File: config.mk
export PLATFORM = sky130hd
export DESIGN_NAME = tes3_master_list_parser
export DESIGN_NICKNAME = d
export VERILOG_FILES = /design/src/rtl/core/tes3_mlp_pkg.sv /design/src/rtl/core/tes3_mlp_parser.sv /design/src/rtl/core/tes3_mlp_queue.sv /design/src/rtl/core/tes3_master_list_parser.sv
export SDC_FILE = /design/constraint.sdc
export NUM_CORES = 1
export LEC_CHECK = 0
export ABC_AREA = 0
export BUFFER_PORTS_ARGS = -buffer_cell sky130_fd_sc_hd__buf_2
export CAP_MARGIN = 15
export CORE_ASPECT_RATIO = 2
export CORE_MARGIN = 2
export CORE_UTILIZATION = 45
export CTS_BUF_LIST = sky130_fd_sc_hd__clkbuf_16
export CTS_CLUSTER_SIZE = 30
export DETAILED_ROUTE_END_ITERATION = 12
export PLACE_DENSITY = 0.73
export RECOVER_POWER = 25
export SLEW_MARGIN = 0
export SYNTH_ARGS = -nofsm -noshare
export SYNTH_HDL_FRONTEND = slang
export SYNTH_HIERARCHICAL = 1
export SYNTH_SLANG_ARGS = --single-unit
File: constraint.sdc
create_clock -name i_clk -period 9.9 [get_ports i_clk]
set_clock_uncertainty 0.1 [all_clocks]
set_input_delay 0.495 -clock i_clk [delete_from_list [all_inputs] [get_ports i_clk]]
set_output_delay 0.495 -clock i_clk [all_outputs]
set_load 0.03 [all_outputs]
File: src/rtl/core/tes3_mlp_pkg.sv
// Shared types and constants for the plugin master list parser.
// Used by tes3_mlp_parser, tes3_mlp_queue and tes3_master_list_parser.
`default_nettype none

package tes3_mlp_pkg;

    typedef enum logic [1:0] {
        KIND_NAME   = 2'd0,
        KIND_END    = 2'd1,
        KIND_ACCEPT = 2'd2,
        KIND_REJECT = 2'd3
    } t_kind;

    typedef struct packed {
        t_kind       kind;
        logic [7:0]  name_byte;
        logic        last;
    } t_result;

    typedef struct packed {
        logic [1:0]  count;
        t_result     first;
        t_result     second;
    } t_push;

    localparam logic [7:0] FILE_TAG [4]   = '{8'h54, 8'h45, 8'h53, 8'h33};
    localparam logic [7:0] MASTER_TAG [4] = '{8'h4D, 8'h41, 8'h53, 8'h54};

    localparam int unsigned HEADER_LEN = 16;
    localparam int unsigned SUBHDR_LEN = 8;
    localparam int unsigned TAG_LEN    = 4;

    localparam logic [3:0] HEADER_LAST = 4'(HEADER_LEN - 1);
    localparam logic [2:0] SUBHDR_LAST = 3'(SUBHDR_LEN - 1);
    localparam logic [7:0] NUL_BYTE    = 8'h00;

endpackage

`default_nettype wire

File: src/rtl/core/tes3_mlp_parser.sv
// Parser state and per-beat decode: header check, subrecord walk, name extraction.
// Depends on tes3_mlp_pkg; feeds up to two results per beat to tes3_mlp_queue.
`default_nettype none

module tes3_mlp_parser (
    input  wire logic                 i_clk,
    input  wire logic                 i_rst_n,
    input  wire logic                 i_accept,
    input  wire logic [7:0]           i_data_byte,
    input  wire logic                 i_end_of_file,
    output tes3_mlp_pkg::t_push       o_push
);
    import tes3_mlp_pkg::*;

    typedef enum logic [2:0] {
        PH_HEADER,
        PH_SUBHDR,
        PH_PAYLOAD,
        PH_SKIP,
        PH_DONE,
        PH_BADTAG
    } t_phase;

    t_phase      r_phase,       n_phase;
    logic [3:0]  r_header_idx,  n_header_idx;
    logic        r_header_good, n_header_good;
    logic [31:0] r_body_left,   n_body_left;
    logic [2:0]  r_sub_idx,     n_sub_idx;
    logic        r_is_master,   n_is_master;
    logic [31:0] r_sub_size,    n_sub_size;
    logic [31:0] r_pay_left,    n_pay_left;
    logic        r_null_seen,   n_null_seen;

    logic [31:0] left_dec;
    logic [31:0] pay_dec;
    logic [31:0] sub_full;
    logic        start_sub;
    logic        emit_name;
    logic        emit_end;
    logic        in_body;
    t_result     res_name;
    t_result     res_end;
    t_result     res_verdict;

    always_comb begin
        n_phase       = r_phase;
        n_header_idx  = r_header_idx;
        n_header_good = r_header_good;
        n_body_left   = r_body_left;
        n_sub_idx     = r_sub_idx;
        n_is_master   = r_is_master;
        n_sub_size    = r_sub_size;
        n_pay_left    = r_pay_left;
        n_null_seen   = r_null_seen;

        left_dec  = r_body_left - 32'd1;
        pay_dec   = r_pay_left - 32'd1;
        sub_full  = {i_data_byte, r_sub_size[23:0]};
        start_sub = 1'b0;
        emit_name = 1'b0;
        emit_end  = 1'b0;
        in_body   = (r_phase == PH_SUBHDR) || (r_phase == PH_PAYLOAD) ||
                    (r_phase == PH_SKIP);

        res_name    = '{kind: KIND_NAME, name_byte: i_data_byte, last: 1'b0};
        res_end     = '{kind: KIND_END, name_byte: 8'd0, last: 1'b1};
        res_verdict = '{kind: (r_phase == PH_DONE && r_header_good) ? KIND_ACCEPT
                                                                    : KIND_REJECT,
                        name_byte: 8'd0, last: 1'b1};
        o_push = '0;

        if (i_accept && i_end_of_file) begin
            o_push.count  = 2'd1;
            o_push.first  = res_verdict;
            n_phase       = PH_HEADER;
            n_header_idx  = '0;
            n_header_good = 1'b1;
            n_body_left   = '0;
            n_sub_idx     = '0;
            n_is_master   = 1'b1;
            n_sub_size    = '0;
            n_pay_left    = '0;
            n_null_seen   = 1'b0;
        end else if (i_accept) begin
            unique case (r_phase)
                PH_HEADER: begin
                    n_header_idx = r_header_idx + 4'd1;
                    if (r_header_idx < 4'(TAG_LEN)) begin
                        if (i_data_byte != FILE_TAG[r_header_idx[1:0]]) begin
                            n_header_good = 1'b0;
                        end
                    end else if (r_header_idx < 4'(2 * TAG_LEN)) begin
                        n_body_left[8 * r_header_idx[1:0] +: 8] = i_data_byte;
                    end
                    if (r_header_idx == HEADER_LAST) begin
                        if (!r_header_good) begin
                            n_phase = PH_BADTAG;
                        end else if (r_body_left == 32'd0) begin
                            n_phase = PH_DONE;
                        end else if (r_body_left < 32'(SUBHDR_LEN)) begin
                            n_phase = PH_SKIP;
                        end else begin
                            n_phase = PH_SUBHDR;
                        end
                    end
                end
                PH_SUBHDR: begin
                    n_body_left = left_dec;
                    n_sub_idx   = r_sub_idx + 3'd1;
                    if (r_sub_idx < 3'(TAG_LEN)) begin
                        if (i_data_byte != MASTER_TAG[r_sub_idx[1:0]]) begin
                            n_is_master = 1'b0;
                        end
                    end else begin
                        n_sub_size[8 * r_sub_idx[1:0] +: 8] = i_data_byte;
                    end
                    if (r_sub_idx == SUBHDR_LAST) begin
                        if (sub_full >= r_body_left) begin
                            n_phase = PH_SKIP;
                        end else if (sub_full == 32'd0) begin
                            emit_end  = r_is_master;
                            start_sub = 1'b1;
                        end else begin
                            n_pay_left  = sub_full;
                            n_null_seen = 1'b0;
                            n_phase     = PH_PAYLOAD;
                        end
                    end
                end
                PH_PAYLOAD: begin
                    n_body_left = left_dec;
                    n_pay_left  = pay_dec;
                    if (r_is_master && !r_null_seen) begin
                        if (i_data_byte == NUL_BYTE) begin
                            n_null_seen = 1'b1;
                        end else begin
                            emit_name = 1'b1;
                        end
                    end
                    if (pay_dec == 32'd0) begin
                        emit_end  = r_is_master;
                        start_sub = 1'b1;
                    end
                end
                PH_SKIP: begin
                    n_body_left = left_dec;
                end
                default: begin
                end
            endcase

            if (start_sub) begin
                n_sub_idx   = '0;
                n_is_master = 1'b1;
                n_sub_size  = '0;
                n_pay_left  = '0;
                n_null_seen = 1'b0;
                n_phase     = (left_dec < 32'(SUBHDR_LEN)) ? PH_SKIP : PH_SUBHDR;
            end
            if (in_body && left_dec == 32'd0) begin
                n_phase = PH_DONE;
            end

            if (emit_name && emit_end) begin
                o_push.count  = 2'd2;
                o_push.first  = res_name;
                o_push.second = res_end;
            end else if (emit_name) begin
                o_push.count      = 2'd1;
                o_push.first      = res_name;
                o_push.first.last = 1'b1;
            end else if (emit_end) begin
                o_push.count = 2'd1;
                o_push.first = res_end;
            end
        end
    end

    always_ff @(posedge i_clk) begin
        if (!i_rst_n) begin
            r_phase       <= PH_HEADER;
            r_header_idx  <= '0;
            r_header_good <= 1'b1;
            r_body_left   <= '0;
            r_sub_idx     <= '0;
            r_is_master   <= 1'b1;
            r_sub_size    <= '0;
            r_pay_left    <= '0;
            r_null_seen   <= 1'b0;
        end else begin
            r_phase       <= n_phase;
            r_header_idx  <= n_header_idx;
            r_header_good <= n_header_good;
            r_body_left   <= n_body_left;
            r_sub_idx     <= n_sub_idx;
            r_is_master   <= n_is_master;
            r_sub_size    <= n_sub_size;
            r_pay_left    <= n_pay_left;
            r_null_seen   <= n_null_seen;
        end
    end

endmodule

`default_nettype wire

File: src/rtl/core/tes3_mlp_queue.sv
// Three-entry result queue: takes up to two results per beat, hands out one.
// Depends on tes3_mlp_pkg.
`default_nettype none

module tes3_mlp_queue (
    input  wire logic                 i_clk,
    input  wire logic                 i_rst_n,
    input  wire tes3_mlp_pkg::t_push  i_push,
    input  wire logic                 i_pop,
    output tes3_mlp_pkg::t_result     o_head,
    output logic                      o_valid,
    output logic                      o_full
);
    import tes3_mlp_pkg::*;

    t_result    r_slot [3];
    t_result    n_slot [3];
    logic [1:0] r_count, n_count;
    logic [1:0] count_pop;

    always_comb begin
        count_pop = r_count - {1'b0, i_pop};
        for (int j = 0; j < 3; j++) begin
            n_slot[j] = r_slot[j];
        end
        if (i_pop) begin
            n_slot[0] = r_slot[1];
            n_slot[1] = r_slot[2];
        end
        if (i_push.count != 2'd0) begin
            n_slot[count_pop] = i_push.first;
        end
        if (i_push.count == 2'd2 && count_pop != 2'd2) begin
            n_slot[count_pop + 2'd1] = i_push.second;
        end
        n_count = count_pop + i_push.count;
    end

    always_ff @(posedge i_clk) begin
        if (!i_rst_n) begin
            r_count <= '0;
        end else begin
            r_count <= n_count;
        end
    end

    always_ff @(posedge i_clk) begin
        for (int j = 0; j < 3; j++) begin
            r_slot[j] <= n_slot[j];
        end
    end

    assign o_head  = r_slot[0];
    assign o_valid = (r_count != 2'd0);
    assign o_full  = r_count[1];

endmodule

`default_nettype wire

File: src/rtl/core/tes3_master_list_parser.sv
// Top level of the plugin master list parser.
// Depends on tes3_mlp_pkg, tes3_mlp_parser and tes3_mlp_queue.
`default_nettype none

// Takes one file byte per input beat and decodes it in the same cycle, so a
// steady stream runs at one byte per clock while o_stall is low. Results leave
// through a three-entry queue at one beat per clock while i_stall is low; a
// payload byte that ends a master name yields two results (name byte, end of
// name). i_stall on the output is seen by the input only through the queue:
// o_stall rises once two or more results wait, in the cycle after the fact.
// The end-of-file beat yields the verdict and returns the parser to its reset
// state, ready for the next file on the following beat. No clearing pass.
module tes3_master_list_parser (
    input  wire logic                 i_clk,
    input  wire logic                 i_rst_n,
    input  wire logic                 i_valid,
    output logic                      o_stall,
    input  wire logic [7:0]           i_data_byte,
    input  wire logic                 i_end_of_file,
    output logic                      o_valid,
    input  wire logic                 i_stall,
    output logic [1:0]                o_kind,
    output logic [7:0]                o_name_byte,
    output logic                      o_last
);
    import tes3_mlp_pkg::*;

    logic    accept;
    logic    pop;
    logic    full;
    t_push   push;
    t_result head;

    assign accept  = i_valid && !full;
    assign pop     = o_valid && !i_stall;
    assign o_stall = full;

    tes3_mlp_parser u_parser (
        .i_clk         (i_clk),
        .i_rst_n       (i_rst_n),
        .i_accept      (accept),
        .i_data_byte   (i_data_byte),
        .i_end_of_file (i_end_of_file),
        .o_push        (push)
    );

    tes3_mlp_queue u_queue (
        .i_clk   (i_clk),
        .i_rst_n (i_rst_n),
        .i_push  (push),
        .i_pop   (pop),
        .o_head  (head),
        .o_valid (o_valid),
        .o_full  (full)
    );

    assign o_kind      = head.kind;
    assign o_name_byte = head.name_byte;
    assign o_last      = head.last;

endmodule

`default_nettype wire

# ---- After elaboration in Yosys (flattened, before gate mapping)
# Memories as Yosys holds them, arrays and structs flattened.
# Cells that the tools add are included.
dict set report totals {
  input_bits 13
  word_cells 181
  reg_bits 111
  out_inout_bits 13
  mem_bits_rw 33
  n_memories 1
}
dict set report op_classes {
  add_sub_neg 9
  shifts 4
  n_eq_ne 21
  bitwise 5
  order_cmp 12
  reduce_logical 40
  mux 79
}
# memory words word_bits read_ports rd_ports_with_merged_regs wr line_no
set mem_list {}
lappend mem_list {u_queue.r_slot 3 11 3 0 3 tes3_mlp_queue.sv:16} ;# t_result r_slot [3];
# op count
set op_table {}
lappend op_table {{two-way mux 32 bit} 9}
lappend op_table {{zero test 32 bit} 4}
lappend op_table {{case mux 32 bit (2 select lines)} 2}
lappend op_table {{negator 5 -> 34 bit} 2}
lappend op_table {{variable shift 8 x 34 -> 32 bit, first input constant} 2}
lappend op_table {{indexed part select 8 x 34 -> 32 bit} 2}
lappend op_table {{bitwise mux 33 bit} 2}
lappend op_table {{two-way mux 33 bit} 2}
lappend op_table {{bitwise mux 32 bit} 2}
lappend op_table {{less-than comparator 32 x 4 -> 1 bit, second input constant} 2}
lappend op_table {{subtractor 32 x 1 -> 32 bit, second input constant} 2}
lappend op_table {{demux 11 bit (select 2 bit)} 2}
lappend op_table {{two-way mux 11 bit} 3}
lappend op_table {{binary-select mux 8 bit (select 2 bit)} 2}
lappend op_table {{greater-or-equal comparator 32 bit} 1}
lappend op_table {{two-way mux 8 bit} 4}
lappend op_table {{two-way mux 3 bit} 10}
lappend op_table {{two-way mux 1 bit} 28}
lappend op_table {{two-way mux 13 bit} 2}
lappend op_table {{two-way mux 12 bit} 2}
lappend op_table {{two-way mux 24 bit} 1}
lappend op_table {{two-way mux 22 bit} 1}
lappend op_table {{inequality test 8 bit} 2}
lappend op_table {{inequality test 3 bit, second input constant} 5}
lappend op_table {{41 further kinds} 76}

# ---- Longest topological paths before layout
# Gate-level depths: netlist of run 1.
dict set report logic_depth {
  ltp_word 16
  mapped_depth 19
  ltp_nobuf 15
}

# ---- Cells and area by module
# The synthesis of run 1 kept the hierarchy.
# module seq_area_each_um2 area_each_um2 n_inst cells_each
set by_module_without_submodules {}
lappend by_module_without_submodules {tes3_mlp_parser 2021.9 7955.1 1 1046}
lappend by_module_without_submodules {tes3_mlp_queue 700.7 2269.7 1 249}
lappend by_module_without_submodules {tes3_master_list_parser 0.0 27.5 1 2}

# ---- Worst setup path after synthesis of run 1
# Ideal clock, no wire load.
dict set report synth_path {
  kind {register -> register}
  start {register u_parser.r_pay_left[0]}
  end {memory u_queue/r_slot[0][1] in the netlist's numbering}
  path_buffers 5
  setup_time_ns 0.124
  t_required_ns 9.676
  stages_incl_launch_ff 20
  t_arrival_ns 4.145
  synth_period_minus_slack_ns 4.369
  path_slack_ns 5.531
  cell_sequence {dfxtp_1 inv_1 ha_1 buf_2 or4b_2 clkbuf_1 xnor2_1 o31ai_1 nand3_2 nor4_4 a32o_4 and2_1 ha_1 o21a_1 buf_4 buf_2 or3b_1 nor2_1 buf_6 o31ai_2}
}
# element line_no
set synth_rtl {}
lappend synth_rtl {{from (decl)} tes3_mlp_parser.sv:31} ;# logic [31:0] r_pay_left, n_pay_left;
lappend synth_rtl {{from (signal assigned)} tes3_mlp_parser.sv:198} ;# r_pay_left <= n_pay_left;
lappend synth_rtl {{to (decl)} tes3_mlp_queue.sv:16}

# ---- Worst setup path in the final report of run 1
dict set report layout_path {
  start {register u_queue.r_count[1]}
  end {register u_parser.r_sub_size[3]}
}
dict set report layout_between {
  elab_chain_len 4
  word_cells_on_any_way 5
  classes_between {reduce/logical: 5}
}
# element line_no
set layout_lines {}
lappend layout_lines {{from (decl)} tes3_mlp_queue.sv:18} ;# logic [1:0] r_count, n_count;
lappend layout_lines {{from (signal assigned)} tes3_mlp_queue.sv:43} ;# r_count <= n_count;
lappend layout_lines {{zero test 1 bit *} tes3_master_list_parser.sv:34} ;# assign accept = i_valid && !full;
lappend layout_lines {{logical AND 1 bit *} tes3_master_list_parser.sv:34}
lappend layout_lines {{via accept} tes3_master_list_parser.sv:28} ;# logic accept;
lappend layout_lines {{logical AND 1 bit} tes3_mlp_parser.sv:72} ;# if (i_accept && i_end_of_file) begin
lappend layout_lines {{OR reduction 2 bit (no source line)} -}
lappend layout_lines {{to (signal assigned)} tes3_mlp_parser.sv:197} ;# r_sub_size <= n_sub_size;
lappend layout_lines {{to (decl)} tes3_mlp_parser.sv:30} ;# logic [31:0] r_sub_size, n_sub_size;
# The timed path passes the listed nets; every way through them passes the cells marked *.
# A chain may end at the register's enable or synchronous reset.

==> results_dict.tcl, run 1 <==
set metrics [dict create \
    syn-instance-count 1297 \
    vias 10300 \
    postCtsResizedCells 0 \
    clock_tree_from_tritoncts "yes" \
    clock_tree.buffer_depth 2 \
    inserted_clock_buffers 17 \
    finalWorstSetupSlack_ns 4.18 \
    detailedRoute.firstIterationViolations 961 \
    timing.final.max_slew_violations 68 \
    worstMarginPinSlew_ns 3.51 \
    area_delta_synth_final_pct 5.24 \
    timing.final.setup_violations 0 \
    maxCapViolations 1 \
    worst_case_setup_slack_after_placement_ns 4.48 \
    track_usage_pct 28.2 \
    avgViaCountPerCell 6.73 \
    dp_hpwl_um 24900 \
    insertion_delay_ns 0.45 \
    design.portCount 26 \
    finalCoreUtilization_pct 47.9 \
    die_w_um 111 \
    row_count 78 \
    num-nets-final 1310 \
    cts-root-buf "clkbuf_16" \
    floorplan.die_area_um2 24100 \
    max-slew-margin-rel_pct -134 \
    ys_seq_area_share_pct 26.6 \
    synth_xor_xnor_area_share_pct 2.86 \
    fin_cells 1535 \
    overflow 0 \
    drt-pass1-iter-count 5 \
    synth_top_family_by_area "compound AO/OA/AOI/OAI gates" \
    grt_pass1_wl_um 53500 \
    antenna_left 0 \
    met2_usage_pct 52.1 \
    first_global_vias 9917 \
    worst-endpoint-arrival_ns 5.94 \
    yosys-mux-area-fraction_pct 0.305 \
    cp_max_fo 67 \
    number_of_failing_hold_endpoints_at_the_final_stage 0 \
    synthTopCellsByArea "dfxtp_1 (27%), ha_1 (6.7%), nor2_1 (3.8%)" \
    worst_setup_path_start_kind "register" \
    ir_drop_mv 0.158 \
    yosys.area.top_type_share_pct 26.6 \
    portBuffers 25 \
    number_of_antenna_violations_at_the_first_check_in_global_routing 0 \
    clock_tree.htree_level_count 4 \
    critPathMostFrequentCell "nand2_1" \
    floorplan.initialDensity_pct 45.5 \
    synth-edff-count 0 \
    area_fraction_in_compound_gates_after_synthesis_pct 27.7 \
    ys_async_sr_fraction_pct 0 \
    post_synth_instance_area_um2 10300 \
    cpLargestDelayFamily "simple AND/OR/NAND/NOR gates" \
    placed_cells_incl_taps 1501 \
    syn_area_per_cell_um2 7.90 \
    grt.busiest_layer "met2" \
    clkSinkCount 136 \
    grt.met1_usage_pct 25.9 \
    drive_gt1_share_pct 11.2 \
    layout_commonest_cell "dfxtp_1" \
    post_synth_fa_ha_maj_area_fraction_pct 6.71 \
    most-common-layout-cells "dfxtp_1 (136), nor2_1 (104), nand2_1 (90)" \
    cpMaxStageDelayCell "clkbuf_1" \
    yosys_warnings 6 \
    crit_type "reg2reg" \
    detail_route.wl_per_cell_um 22.8 \
    worst_ep_required_time_ns 10.12 \
    post_cts_hold_buffer_count 0 \
    grt_use_met3_pct 5.14 \
    leakage_nw 4.04 \
    status "finished, violations left" \
    ys.flop_type "dfxtp_1" \
    fmax_ghz 0.175 \
    drc 0 \
    wirelength_um 35000 \
    hold_path.class "in2reg" \
    timing.final.crit_share_pct 57.8 \
    slowest_delay_ns 2.45 \
    synth.distinct_cells 91 \
    gp_congestion 0.998 \
    timing.critical_path.to_type "register" \
    grt_max_degree 68 \
    yosys.area.top_type "dfxtp_1" \
    timing.final.crit_period_ns 5.72 \
    dieHeight_um 217 \
    design.core.area_um2 22500 \
    cts_setup_buffers 0 \
    clkTransAtPathRegs_ns 0.06 \
    synth.ff_latch_count 136 \
    worstPathBufferInverterCount 1 \
    rsz0062_at_grt "no" \
    cellPowerDensity_nw_per_um2 170 \
    design_power_total_mw 1.84 \
    synth_simple_gate_area_share_pct 27.5 \
    final.setup.tns_ns 0 \
    antenna-diode-count 0 \
    failed_checks "max-capacitance violations, max-slew violations" \
    worstPathCellList "nor2b_1 -> nand2_1 -> nand2_2 -> clkbuf_1 -> nor2_1 -> nand4b_1 -> nor2_2 -> nand2_1 -> o21ai_0" \
]
==> through the flow <==
stage	instance area (um2)	hold WS, ns
2_1_floorplan	10300	0.353
3_3_place_gp	10200	0.368
3_5_place_dp	10200	0.379
4_1_cts	10800	0.193
5_1_grt	10800	0.230
6_report	10800	0.206
==> synth_stat cells (27+ instances only) <==
master and number:
nand2_1 91, clkbuf_1 72, ha_1 55, dfxtp_1 136, buf_4 27, nor2_1 104
nor4_1 41, nand3_1 71, a21oi_1 70, o21ai_0 74, a22oi_1 27, nor3_1 45
inv_1 53
==> cells by family after synthesis <==
group | after synthesis
and+or+nand+nor | 514
buffers and inverters | 177
adders and majority gates | 55
DFF | 136
other | 1
muxes | 3
xor gates and xnor gates | 31
AOI/OAI and AO/OA | 380
==> final timing paths <==
path                                           start                      to  slack (ns)  cells past startpoint
worst max register to register    u_queue/r_count[1]  u_parser/r_sub_size[3]        4.18                      9
worst min-delay path                         i_rst_n      u_queue/r_count[1]        0.21                      2
worst min register to register  u_parser/r_null_seen    u_parser/r_null_seen        0.39                      2
worst max-delay path              u_queue/r_count[1]  u_parser/r_sub_size[3]        4.18                      9
==> power breakdown <==
group / total, mW / switching (mW) / internal [mW]
logic: 0.573 / 0.383 / 0.190
registers: 0.634 / 0.0336 / 0.600
clock network: 0.630 / 0.265 / 0.366
total: 1.84 / 0.682 / 1.16
==> state kept, by name, indices dropped and copies added, names as in the netlist <==
name                    flops
u_parser/r_is_master        1
u_parser/r_sub_idx          3
u_parser/r_header_idx       4
u_parser/r_null_seen        1
u_parser/r_phase            3
u_queue/r_count             2
u_parser/r_sub_size        24
u_parser/r_header_good      1
u_parser/r_body_left       32
u_parser/r_pay_left        32
u_queue/r_slot             33
==> metal layers <==
layer / vias up / wire length [um]
met5: - / 0
met4: 0 / 3360
met3: 200 / 2030
met2: 530 / 18000
met1: 4890 / 11600
li1: 4716 / -
==> area by class of cell <==
type | instances | area, um2
timing repair buffer | 42 | 228
clock inverter | 15 | 138
multi-input combinational | 992 | 6730
inverter | 53 | 199
fill | 2133 | 11800
sequential | 136 | 2720
clock buffer | 17 | 425
tap | 280 | 350
No activity file was read; power rests on OpenSTA's default activity.
==> run 2, diff against run 1 <==
--- a/config.mk
+++ b/config.mk
@@ -14,7 +14,7 @@
 export CTS_BUF_LIST = sky130_fd_sc_hd__clkbuf_16
 export CTS_CLUSTER_SIZE = 30
 export DETAILED_ROUTE_END_ITERATION = 12
-export PLACE_DENSITY = 0.73
+export PLACE_DENSITY = 0.75
 export RECOVER_POWER = 25
 export SLEW_MARGIN = 0
 export SYNTH_ARGS = -nofsm -noshare
==> constraint.sdc (replaced) <==
create_clock -name i_clk -period 4.9 [get_ports i_clk]
set_clock_uncertainty 0.1 [all_clocks]
set_input_delay 0.245 -clock i_clk [delete_from_list [all_inputs] [get_ports i_clk]]
set_output_delay 0.245 -clock i_clk [all_outputs]
set_load 0.03 [all_outputs]
==> results_dict.tcl, run 2 (synthesized netlist as in run 1, its figures left out) <==
set metrics [dict create \
    clock_tree_from_tritoncts "yes" \
    wl_met2_um 17900 \
    grt_max_degree 68 \
    first_global_vias 10100 \
    wirelength_um 35300 \
    number_of_failing_hold_endpoints_at_the_final_stage 0 \
    worstPathCellList "ha_1 -> nand2b_1 -> a2111oi_0 -> a2111oi_0 -> nor4_1 -> o21a_1 -> a32o_4 -> and2_1 -> ha_1 -> and3b_1 -> nor3b_1 -> nand2_1 -> a31oi_1" \
    failed_checks "max-capacitance violations, max-slew violations" \
    number_of_antenna_violations_at_the_first_check_in_global_routing 0 \
    placed_cells_incl_taps 1528 \
    timing.final.setup_violations 0 \
    portBuffers 25 \
    netSwitchingFraction_pct 35.7 \
    avgViaCountPerCell 6.73 \
    dieHeight_um 217 \
    hold_path.class "in2reg" \
    rsz0062_at_grt "no" \
    timing.critical_path.to_type "register" \
    clock_tree.buffer_depth 2 \
    worst_setup_path_start_kind "register" \
    grt_pass1_wl_um 54700 \
    cp_max_fo 11 \
    area_delta_synth_final_pct 7.92 \
    largest-register "u_queue/r_slot" \
    most-common-layout-cells "dfxtp_1 (136), nor2_1 (104), nand2_1 (90)" \
    drive_gt1_share_pct 13.0 \
    finalCoreUtilization_pct 49.1 \
    drc 0 \
    antenna-diode-count 0 \
    postCtsResizedCells 0 \
    largest_registers "u_queue/r_slot: 33 flops, u_parser/r_body_left: 32 flops, u_parser/r_pay_left: 32 flops" \
    largest_reg_flops 33 \
    fin_cells 1561 \
    timing.final.max_slew_violations 68 \
    dp_hpwl_um 24800 \
    final_hold_slack_ns 0.201 \
    power.clock.fraction_pct 35.6 \
    slowest_delay_ns 0.66 \
    drt-pass1-iter-count 5 \
    fill_cells 2162 \
    ir_drop_mv 0.271 \
    design.portCount 26 \
    timing.final.crit_period_ns 4.68 \
    layout_commonest_cell "dfxtp_1" \
    clkTransAtPathRegs_ns 0.06 \
    route.layer.met1.wl_um 11700 \
    cts-root-buf "clkbuf_16" \
    num-nets-final 1336 \
    power.share.sequential_pct 33.3 \
    worstMarginPinSlew_ns 1.71 \
    design.core.area_um2 22500 \
    detailedRoute.firstIterationViolations 970 \
    timing.final.crit_share_pct 95.4 \
    inserted_clock_buffers 17 \
    cts_setup_buffers 0 \
    track_usage_pct 28.8 \
    dr.max_layer_used "met4" \
    floorplan.initialDensity_pct 45.5 \
    power_dissipated_by_switching_net_loads_mw 1.37 \
    leakage_nw 4.21 \
    fmax_ghz 0.214 \
    floorplan.die_area_um2 24100 \
    status "finished, violations left" \
    die_w_um 111 \
    antenna_left 0 \
    vias 10500 \
    post_cts_hold_buffer_count 1 \
    multi_input_comb_area_um2 6730 \
    register_area_um2 2720 \
    met3_length_um 2220 \
    crit_type "reg2reg" \
    cellPowerDensity_nw_per_um2 348 \
    p_int_mw 2.47 \
    max-slew-margin-rel_pct -13.8 \
    worst-endpoint-arrival_ns 4.94 \
    gp_congestion 1.03 \
    cpMaxStageDelayCell "nor4_1" \
    maxCapViolations 1 \
    clkSinkCount 136 \
    row_count 78 \
    cpLargestDelayFamily "simple AND/OR/NAND/NOR gates" \
    power_frac_comb_pct 31.0 \
    final.setup.tns_ns 0 \
    worst_ep_required_time_ns 5.16 \
    overflow 0 \
    clock_tree.htree_level_count 4 \
    insertion_delay_ns 0.44 \
    worstPathBufferInverterCount 0 \
    detail_route.wl_per_cell_um 22.6 \
]
-- run 2: path summary, 6_finish.rpt --
path              slack (ns)                    start                endpoint  cells past startpoint
hold reg to reg         0.41     u_parser/r_null_seen    u_parser/r_null_seen                      2
hold / removal          0.20           i_data_byte[0]  u_parser/r_sub_size[0]                      4
setup reg to reg        0.22  u_parser/r_body_left[0]   u_queue/r_slot[0][25]                     13
setup / recovery        0.22  u_parser/r_body_left[0]   u_queue/r_slot[0][25]                     13
-- run 2: final cells by class --
cell class,count,area share (%)
repair buffers,68,4.13
inverters,53,1.80
multi-input cells,992,60.8
clock inverters,15,1.66
clock buffers,17,3.84
flip-flops and latches,136,24.6
well taps,280,3.17
-- run 2: power groups by stage --
stage / combinational, mW / sequential, mW / clock (mW)
detailed placement: 1.19 / 1.30 / 0
finish: 1.19 / 1.28 / 1.37
global route: 1.28 / 1.29 / 1.43
global placement: 1.16 / 1.30 / 0
floorplan: 1.02 / 1.29 / 0
CTS: 1.19 / 1.28 / 1.38
-- run 2: worst reg2reg max path: stages, from the launching register on --
cell and delay (ns):
dfxtp_1 0.54, ha_1 0.29, nand2b_1 0.16, a2111oi_0 0.44, a2111oi_0 0.13, nor4_1 0.66, o21a_1 0.35, a32o_4 0.33
and2_1 0.18, ha_1 0.18, and3b_1 0.30, nor3b_1 0.28, nand2_1 0.36, a31oi_1 0.28
-- run 2: metal layers --
metal  vias to the layer above  track usage [%]
met5                         -                0
met4                         0             25.6
met3                       223             5.34
met2                       567             51.9
met1                      4953             27.6
li1                       4760                -
-- run 2: stage by stage --
step | power (mW) | area, um2 | setup slack [ns]
2_1_floorplan | 2.30 | 10300 | 0.531
3_3_place_gp | 2.46 | 10500 | 0.543
3_5_place_dp | 2.49 | 10500 | 0.397
4_1_cts | 3.86 | 11100 | 0.394
5_1_grt | 4.00 | 11100 | 0.0835
6_report | 3.85 | 11100 | 0.223
==> run 3, diff against run 2 <==
--- a/config.mk
+++ b/config.mk
@@ -8,15 +8,17 @@
 export ABC_AREA = 0
 export BUFFER_PORTS_ARGS = -buffer_cell sky130_fd_sc_hd__buf_2
 export CAP_MARGIN = 15
+export CELL_PAD_IN_SITES_DETAIL_PLACEMENT = 0
+export CELL_PAD_IN_SITES_GLOBAL_PLACEMENT = 1
 export CORE_ASPECT_RATIO = 2
 export CORE_MARGIN = 2
-export CORE_UTILIZATION = 45
+export CORE_UTILIZATION = 44
 export CTS_BUF_LIST = sky130_fd_sc_hd__clkbuf_16
 export CTS_CLUSTER_SIZE = 30
 export DETAILED_ROUTE_END_ITERATION = 12
-export PLACE_DENSITY = 0.75
+export PLACE_DENSITY = 0.9
 export RECOVER_POWER = 25
-export SLEW_MARGIN = 0
+export SLEW_MARGIN = 20
 export SYNTH_ARGS = -nofsm -noshare
 export SYNTH_HDL_FRONTEND = slang
 export SYNTH_HIERARCHICAL = 1
==> results_dict.tcl, run 3 (synthesized netlist as in run 1, its figures left out) <==
set metrics [dict create \
    status "finished, violations left" \
    failed_checks "max-capacitance violations, max-slew violations" \
    grt.met1_usage_pct 34.6 \
    final.setup.tns_ns 0 \
    track_usage_pct 26.2 \
    overflow 0 \
    grt_use_met3_pct 4.32 \
    ir_drop_mv 1.14 \
    grt_pass1_wl_um 51500 \
    most-common-layout-cells "dfxtp_1 (136), nor2_1 (104), nand2_1 (91)" \
    clkTransAtPathRegs_ns 0.06 \
    leakage_nw 4.19 \
    dp_hpwl_um 22500 \
    finalWorstSetupSlack_ns 0.293 \
    clock_tree.buffer_depth 2 \
    avgViaCountPerCell 6.53 \
    hold_path.class "in2reg" \
    timing.final.max_slew_violations 55 \
    number_of_antenna_violations_at_the_first_check_in_global_routing 0 \
    vias 10200 \
    number_of_failing_hold_endpoints_at_the_final_stage 0 \
    timing.final.setup_violations 0 \
    largest_registers "u_queue/r_slot: 33 flops, u_parser/r_body_left: 32 flops, u_parser/r_pay_left: 32 flops" \
    rsz0062_at_grt "no" \
    cellPowerDensity_nw_per_um2 343 \
    floorplan.die_area_um2 24600 \
    num-nets-final 1332 \
    largest-register "u_queue/r_slot" \
    gp_congestion 0.910 \
    drc 0 \
    cts-root-buf "clkbuf_16" \
    placed_cells_incl_taps 1527 \
    inserted_clock_buffers 17 \
    dieHeight_um 220 \
    design.portCount 26 \
    row_count 79 \
    fmax_ghz 0.217 \
    wirelength_um 32400 \
    timing.final.crit_share_pct 94.0 \
    cp_max_fo 17 \
    drt-pass1-iter-count 5 \
    worst-endpoint-arrival_ns 4.83 \
    floorplan.initialDensity_pct 44.5 \
    insertion_delay_ns 0.44 \
    design_power_total_mw 3.78 \
    detail_route.wl_per_cell_um 20.8 \
    fill_cells 2250 \
    met2_usage_pct 40.9 \
    clock_tree_from_tritoncts "yes" \
    worstMarginPinSlew_ns 1.76 \
    antenna-diode-count 0 \
    fin_cells 1560 \
    portBuffers 25 \
    worst_ep_required_time_ns 5.13 \
    grt.busiest_layer "met2" \
    finalCoreUtilization_pct 48.0 \
    drive_gt1_share_pct 13.2 \
    clock_tree.htree_level_count 4 \
    area_delta_synth_final_pct 7.74 \
    timing.critical_path.to_type "register" \
    timing.final.crit_period_ns 4.61 \
    first_global_vias 9642 \
    max-slew-margin-rel_pct -17.9 \
    largest_reg_flops 33 \
    design.core.area_um2 23000 \
    maxCapViolations 2 \
    worst_setup_path_start_kind "register" \
    worst_case_setup_slack_after_placement_ns 0.172 \
    crit_type "reg2reg" \
    clkSinkCount 136 \
    antenna_left 0 \
    layout_commonest_cell "dfxtp_1" \
    die_w_um 112 \
    cts_setup_buffers 0 \
    grt_max_degree 61 \
    detailedRoute.firstIterationViolations 1069 \
]
==> run 3: changes by cell type in the layout (fill, tap and decap cells not counted), moves of 2 or more <==
cell      previous run  this run
buf_4               39        35
inv_1               55        53
clkinv_4             1         6
clkinv_1             2         0
==> run 3: per-stage QoR <==
step           instance area, um2  hold WS [ns]
2_1_floorplan               10300         0.267
3_3_place_gp                10400         0.378
3_5_place_dp                10500         0.401
4_1_cts                     11100         0.167
5_1_grt                     11000         0.218
6_report                    11000         0.207
==> run 3: what timing repair did <==
action	in CTS	in global routing
hold endpoints to repair	1	0
resized for setup	0	3
hold buffers	1	0
setup endpoints to repair	0	23
==> run 3: routing by layer <==
layer  part of all wire [%]  vias up  routed length (um)
li1                       -     4753                   -
met1                     43     4844               13800
met2                     45      476               14700
met3                    7.1      107                2300
met4                    4.9        0                1580
met5                      0        -                   0
==> run 3: area by class of cell <==
class | count | area, um2 | share of cell area, %
clock buffers | 17 | 425 | 3.85
clock inverters | 15 | 179 | 1.62
inverters | 53 | 199 | 1.80
multi-input cells | 992 | 6740 | 61.0
flip-flops and latches | 136 | 2720 | 24.6
well taps | 283 | 354 | 3.21
repair buffers | 64 | 425 | 3.85
==> run 3: path summary, 6_finish.rpt <==
| check | start | end | slack (ns) | cells after the start |
|---|---|---|---|---|
| worst max register to register | u_parser/r_pay_left[0] | u_queue/r_slot[0][1] | 0.29 | 15 |
| worst min-delay path | i_data_byte[6] | u_parser/r_sub_size[6] | 0.21 | 4 |
| worst max-delay path | u_parser/r_pay_left[0] | u_queue/r_slot[0][1] | 0.29 | 15 |
| worst min register to register | u_queue/r_slot[0][24] | u_queue/r_slot[0][24] | 0.41 | 2 |
==> run 3: report_power, final <==
part / switching, mW / internal, mW / total (mW)
combinational: 0.764 / 0.401 / 1.17
sequential: 0.0700 / 1.21 / 1.28
clock: 0.534 / 0.801 / 1.34
total: 1.37 / 2.42 / 3.78
==> run 3: critical path, cell delays in order (launching register included) <==
cell and delay [ns]:
dfxtp_1 0.36, inv_1 0.12, ha_2 0.27, or4b_2 0.68
xnor2_1 0.17, o31ai_2 0.30, nand3_2 0.15, nor4_4 0.27
a32o_4 0.28, and2_1 0.23, ha_1 0.25, o21a_1 0.32
o21a_1 0.34, buf_12 0.20, a221oi_1 0.33, o31ai_2 0.10
